[src/dnsloc_pkg.sv]
// Shared types, constants and decode functions for the DNS LOC record decoder.
// No dependencies; used by dnsloc_decode and dns_loc_record_decoder.
package dnsloc_pkg;

  localparam int unsigned RecLen   = 16;
  localparam int unsigned CntW     = 5;
  localparam int unsigned CmW      = 54;
  localparam int unsigned PowW     = 50;
  localparam logic [CntW-1:0] CountMax = 5'd31;
  localparam logic [CntW-1:0] LastIdx  = 5'd15;
  localparam logic [31:0] LatLonBias = 32'h8000_0000;
  localparam logic [31:0] AltBias    = 32'd10000000;

  localparam logic [PowW-1:0] Pow10Table [16] = '{
    50'd1, 50'd10, 50'd100, 50'd1000, 50'd10000, 50'd100000, 50'd1000000,
    50'd10000000, 50'd100000000, 50'd1000000000, 50'd10000000000,
    50'd100000000000, 50'd1000000000000, 50'd10000000000000,
    50'd100000000000000, 50'd1000000000000000
  };

  typedef logic [RecLen-1:0][7:0] rec_t;

  typedef struct packed {
    logic               status;
    logic [7:0]         version;
    logic [CmW-1:0]     size_cm;
    logic [CmW-1:0]     horiz_prec_cm;
    logic [CmW-1:0]     vert_prec_cm;
    logic signed [31:0] lat_offset;
    logic signed [31:0] lon_offset;
    logic signed [31:0] alt_offset;
    logic [63:0]        morton_code;
  } result_t;

  function automatic logic [CmW-1:0] decode_cm(input logic [7:0] code);
    logic [CmW-1:0] mant;
    logic [CmW-1:0] pw;
    mant = {{(CmW-4){1'b0}}, code[7:4]};
    pw   = {{(CmW-PowW){1'b0}}, Pow10Table[code[3:0]]};
    return mant * pw;
  endfunction

  function automatic logic [31:0] word_at(input rec_t rec, input int unsigned base);
    return {rec[base], rec[base+1], rec[base+2], rec[base+3]};
  endfunction

endpackage

[src/dnsloc_decode.sv]
// Decodes one stored 16-byte LOC record into a result beat.
// Depends on dnsloc_pkg.
module dnsloc_decode (
  input  dnsloc_pkg::rec_t    rec_i,
  input  logic                len_ok_i,
  output dnsloc_pkg::result_t res_o
);
  import dnsloc_pkg::*;

  logic [31:0] lat;
  logic [31:0] lon;
  logic [31:0] alt;
  logic [63:0] morton;

  assign lat = word_at(rec_i, 4) - LatLonBias;
  assign lon = word_at(rec_i, 8) - LatLonBias;
  assign alt = word_at(rec_i, 12) - AltBias;

  always_comb begin
    for (int i = 0; i < 32; i++) begin
      morton[2*i]   = lat[i];
      morton[2*i+1] = lon[i];
    end
  end

  always_comb begin
    res_o = '0;
    if (len_ok_i) begin
      res_o.version       = rec_i[0];
      res_o.size_cm       = decode_cm(rec_i[1]);
      res_o.horiz_prec_cm = decode_cm(rec_i[2]);
      res_o.vert_prec_cm  = decode_cm(rec_i[3]);
      res_o.lat_offset    = lat;
      res_o.lon_offset    = lon;
      res_o.alt_offset    = alt;
      res_o.morton_code   = morton;
    end else begin
      res_o.status = 1'b1;
    end
  end

endmodule

[src/dns_loc_record_decoder.sv]
// DNS LOC record decoder top level: byte collection, decode stage, output register.
// Takes one byte beat per cycle unless stalled; results pass the output register.
// The record store has no reset; only the byte count and the valid flags are cleared.
// Throughput is one byte per cycle while the output side keeps taking results.
// Depends on dnsloc_pkg and dnsloc_decode.
module dns_loc_record_decoder (
  input  logic        clk_i,
  input  logic        rst_ni,
  input  logic        in_valid_i,
  output logic        in_ready_o,
  input  logic [7:0]  rdata_byte_i,
  input  logic        last_byte_i,
  output logic        out_valid_o,
  input  logic        out_ready_i,
  output logic        status_o,
  output logic [7:0]  version_o,
  output logic [53:0] size_cm_o,
  output logic [53:0] horiz_prec_cm_o,
  output logic [53:0] vert_prec_cm_o,
  output logic signed [31:0] lat_offset_o,
  output logic signed [31:0] lon_offset_o,
  output logic signed [31:0] alt_offset_o,
  output logic [63:0] morton_code_o
);
  import dnsloc_pkg::*;

  logic [CntW-1:0] cnt_q, cnt_d;
  rec_t            rec_q;
  logic            pend_q, pend_d;
  logic            len_ok_q;
  logic            out_valid_q, out_valid_d;
  result_t         res_q;
  result_t         dec_res;
  logic            in_acc;
  logic            move;

  assign move       = pend_q && (!out_valid_q || out_ready_i);
  assign in_ready_o = !pend_q || move;
  assign in_acc     = in_valid_i && in_ready_o;

  always_comb begin
    cnt_d = cnt_q;
    if (in_acc) begin
      if (last_byte_i) begin
        cnt_d = '0;
      end else if (cnt_q != CountMax) begin
        cnt_d = cnt_q + 5'd1;
      end
    end
  end

  assign pend_d      = (in_acc && last_byte_i) || (pend_q && !move);
  assign out_valid_d = move || (out_valid_q && !out_ready_i);

  always_ff @(posedge clk_i or negedge rst_ni) begin
    if (!rst_ni) begin
      cnt_q       <= '0;
      pend_q      <= 1'b0;
      out_valid_q <= 1'b0;
    end else begin
      cnt_q       <= cnt_d;
      pend_q      <= pend_d;
      out_valid_q <= out_valid_d;
    end
  end

  always_ff @(posedge clk_i) begin
    if (in_acc && !cnt_q[CntW-1]) begin
      rec_q[cnt_q[CntW-2:0]] <= rdata_byte_i;
    end
    if (in_acc && last_byte_i) begin
      len_ok_q <= (cnt_q == LastIdx);
    end
    if (move) begin
      res_q <= dec_res;
    end
  end

  dnsloc_decode u_decode (
    .rec_i    (rec_q),
    .len_ok_i (len_ok_q),
    .res_o    (dec_res)
  );

  assign out_valid_o     = out_valid_q;
  assign status_o        = res_q.status;
  assign version_o       = res_q.version;
  assign size_cm_o       = res_q.size_cm;
  assign horiz_prec_cm_o = res_q.horiz_prec_cm;
  assign vert_prec_cm_o  = res_q.vert_prec_cm;
  assign lat_offset_o    = res_q.lat_offset;
  assign lon_offset_o    = res_q.lon_offset;
  assign alt_offset_o    = res_q.alt_offset;
  assign morton_code_o   = res_q.morton_code;

  assert property (@(posedge clk_i) disable iff (!rst_ni)
    !in_ready_o |-> (pend_q && out_valid_o && !out_ready_i))
    else $error("Input stalled without a blocked result.");

  assert property (@(posedge clk_i) disable iff (!rst_ni)
    (in_acc && last_byte_i) |=> (pend_q && cnt_q == '0))
    else $error("Last byte did not start a decode.");

  assert property (@(posedge clk_i) disable iff (!rst_ni)
    (in_acc && !last_byte_i && cnt_q != CountMax) |=> (cnt_q == $past(cnt_q) + 5'd1))
    else $error("Byte count did not advance.");

  assert property (@(posedge clk_i) disable iff (!rst_ni)
    (out_valid_o && status_o) |-> (size_cm_o == '0 && morton_code_o == '0
                                   && version_o == '0))
    else $error("Rejected record carries nonzero fields.");

endmodule

[config.mk]
export PLATFORM = sky130hd
export DESIGN_NAME = dns_loc_record_decoder
export DESIGN_NICKNAME = d
export VERILOG_FILES = /design/src/dnsloc_pkg.sv /design/src/dnsloc_decode.sv /design/src/dns_loc_record_decoder.sv
export SDC_FILE = /design/constraint.sdc
export NUM_CORES = 1
export LEC_CHECK = 0
export ABC_AREA = 1
export BUFFER_PORTS_ARGS = -buffer_cell sky130_fd_sc_hd__buf_2
export CAP_MARGIN = 0
export CORE_MARGIN = 4
export CORE_UTILIZATION = 45
export CTS_BUF_LIST = sky130_fd_sc_hd__clkbuf_2
export CTS_CLUSTER_SIZE = 10
export DETAILED_ROUTE_END_ITERATION = 8
export PLACE_DENSITY_LB_ADDON = 0.15
export SLEW_MARGIN = 20
export SYNTH_ARGS = -nofsm -noshare
export SYNTH_HDL_FRONTEND = slang
export SYNTH_SLANG_ARGS = --single-unit
[constraint.sdc]
create_clock -name clk_i -period 18.4 [get_ports clk_i]
set_input_delay 3.68 -clock clk_i [delete_from_list [all_inputs] [get_ports clk_i]]
set_output_delay 3.68 -clock clk_i [all_outputs]
set_load 0.02 [all_outputs]
==> results.yml <==
run_status:
  outcome: "complete, no violations"
timing:
  fin_hold_ws_ns: 0.485
  final.setup_skew_ns: 0.0828
  tightest_slew_ns: 0.977
  fin_crit_sh_pct: 43.0
  hold_viol: 0
  grt_setup_unrepaired: "no"
  setup-violations-final: 0
  period_minus_slack_ns: 7.90
  slew_viol_final: 0
  max_slew_margin_pct: 34.9
  fin_setup_tns_ns: 0
  fmax_mhz: 127
power:
  p_per_area_nw_per_um2: 58.5
  power.leakage_nw: 23.7
  p_total_mw: 2.54
  peakVddDrop_mv: 0.0513
drt:
  ant_nets: 0
  drt-met1-wl_um: 54900
  firstDrtPassIters: 6
  wl_per_cell_um: 17.0
  routed_wl_um: 123000
  wl_met3_um: 8350
  first_iter_violations: 2950
  drc: 0
  viasPerCell: 4.89
  vias: 35400
  met2_wirelength_um: 56400
  top_layer: "met4"
finish:
  layout.nets: 6513
  area_growth_pct: 8.74
  final_common_cell: "nand2_1"
  nFillCells: 9155
  mostFrequentLayoutCells: "1519 x nand2_1, 1434 x inv_1, 883 x nor2_1, 396 x edfxtp_1, 345 x buf_2"
  final_cells: 7246
  drive_gt1_share_pct: 10.2
clock_tree:
  clk_latency_ns: 1.26
  ctsRootBufferMaster: "clkbuf_2"
  cts_tree: "yes"
  cts_setup_buffers: 0
  clk_path_buf_depth: 3
  cts_inserted_buffers: 102
  cts_max_level: 3
  ctsHoldBuffers: 0
  clkTransAtPathRegs_ns: 0.12
  cts_sinks: 403
  cts_resized: 0
logic_synthesis:
  ys_seq_area_share_pct: 30.2
  synth_seq_cells: 403
  yosysWarnings: 0
  synth_edf_count: 396
  ys.flop_type: "edfxtp_1"
  ys_types: 46
  synthCells: 5686
  synth.cell_area_um2: 40000
  syn_nets: 6201
  synth_area_per_cell_um2: 7.03
  async_flop_share_pct: 1.74
setup_path:
  crit_path_start_kind: "primary input"
  cp_common_cell: "buf_2"
  worstPathMaxFanout: 3
  crit_chain: "buf_2 -> inv_1 -> nand3_1 -> buf_2"
  arrival_ns: 4.22
  r2r_cells: 21
  critPathCaptureType: "primary output"
  worstSetupPathType: "in2out"
  worst_path_max_delay_cell: "buf_2"
  cp.required_ns: 14.72
  slowest_delay_ns: 0.19
place:
  portBuffers: 345
  place.gp.congestion: 0.940
  hpwl_um: 99300
  place_inst: 7058
flow_run:
  drv_cap: 0
global_routing:
  antenna_found_initial: 6
  grt_first_pass_wirelength_um: 192000
  overflow: 0
  grt_pass1_vias: 34500
  track_usage_pct: 26.2
  grt_max_degree: 141
min_path:
  hold_class: "reg2reg"
  hold_depth: 2
floorplanning:
  io_pins: 346
  die_area_um2: 93700
  die_w_um: 306
  fp.dieH_um: 306
  start_util_pct: 45.3
  design.core.area_um2: 88200
  rows: 109
registers in the layout, indices dropped and copies added (netlist names):
| signal | cells |
|---|---|
| size_cm_o | 54 |
| morton_code_o | 1 |
| out_valid_o | 1 |
| status_o | 1 |
| pend_q | 1 |
| lat_offset_o | 31 |
| horiz_prec_cm_o | 54 |
| version_o | 8 |
| alt_offset_o | 32 |
| rec_q | 128 |
| lon_offset_o | 32 |
| cnt_q | 5 |
| len_ok_q | 1 |
| vert_prec_cm_o | 54 |
logic make-up after synthesis:
kind of cell | synth area share, %
buf+inv | 15.7
fa+ha+maj | 20.9
xor+xnor | 0.0438
flops | 30.2
simple gates | 27.5
compound gates | 5.58
routing by layer:
layer,up-vias,track usage [%]
li1,17600,-
met1,16500,36.0
met2,1105,43.0
met3,170,4.34
met4,0,7.04
met5,-,0
critical path: cells and delay by family:
family / cells / cell delay [ns]
buf+inv: 3 / 0.40
simple gates: 1 / 0.14
per-stage QoR:
| step | util, % | setup WS (ns) | instance area (µm²) |
|---|---|---|---|
| floorplan | - | 0.918 | 40000 |
| global placement | 48.2 | 10.50 | 42500 |
| detailed placement | 48.2 | 10.50 | 42500 |
| CTS | 49.2 | 10.50 | 43400 |
| global route | 49.3 | 10.46 | 43500 |
| finish | 49.3 | 10.50 | 43500 |
cell type report:
| class | instances | area (µm²) | area share [%] |
|---|---|---|---|
| inverters | 1450 | 5440 | 12.5 |
| clock buffers | 142 | 711 | 1.63 |
| flip-flops and latches | 403 | 12100 | 27.8 |
| well taps | 1165 | 1460 | 3.35 |
| clock inverters | 35 | 214 | 0.492 |
| diodes | 10 | 25.0 | 0.0576 |
| repair buffers | 366 | 1930 | 4.44 |
| multi-input cells | 3675 | 21600 | 49.8 |
Yosys cell counts (all sizes together) (15+ instances only):
cell type	count	area share, %
and2	15	0.23
clkbuf	77	0.72
fa	279	14
a21oi	241	3.0
ha	223	7.0
o21bai	17	0.32
nand3	198	2.6
nand2	1539	15
or2	15	0.23
buf	81	1.4
inv	1448	14
nor2	921	8.9
o21ai	111	1.4
nor3	48	0.66
edfxtp	396	30
where the power goes:
| part | leakage (nW) | switching [mW] | internal [mW] |
|---|---|---|---|
| combinational | 19.1 | 0.579 | 0.227 |
| clock | 0.695 | 0.400 | 0.232 |
| sequential | 3.82 | 0.0275 | 1.08 |
| total | 23.7 | 1.01 | 1.54 |
final timing paths:
kind	end	slack [ns]	startpoint
min in group asynchronous	cnt_q[4]	2.25	rst_ni
worst min register to register	lon_offset_o[13]	0.49	rec_q[85]
worst min-delay path	lon_offset_o[13]	0.49	rec_q[85]
worst max-delay path	in_ready_o	10.50	out_ready_i
max in group asynchronous	out_valid_o	15.96	rst_ni
worst max register to register	horiz_prec_cm_o[38]	13.13	rec_q[17]
Note: power is estimated with default switching activity, not from simulation.
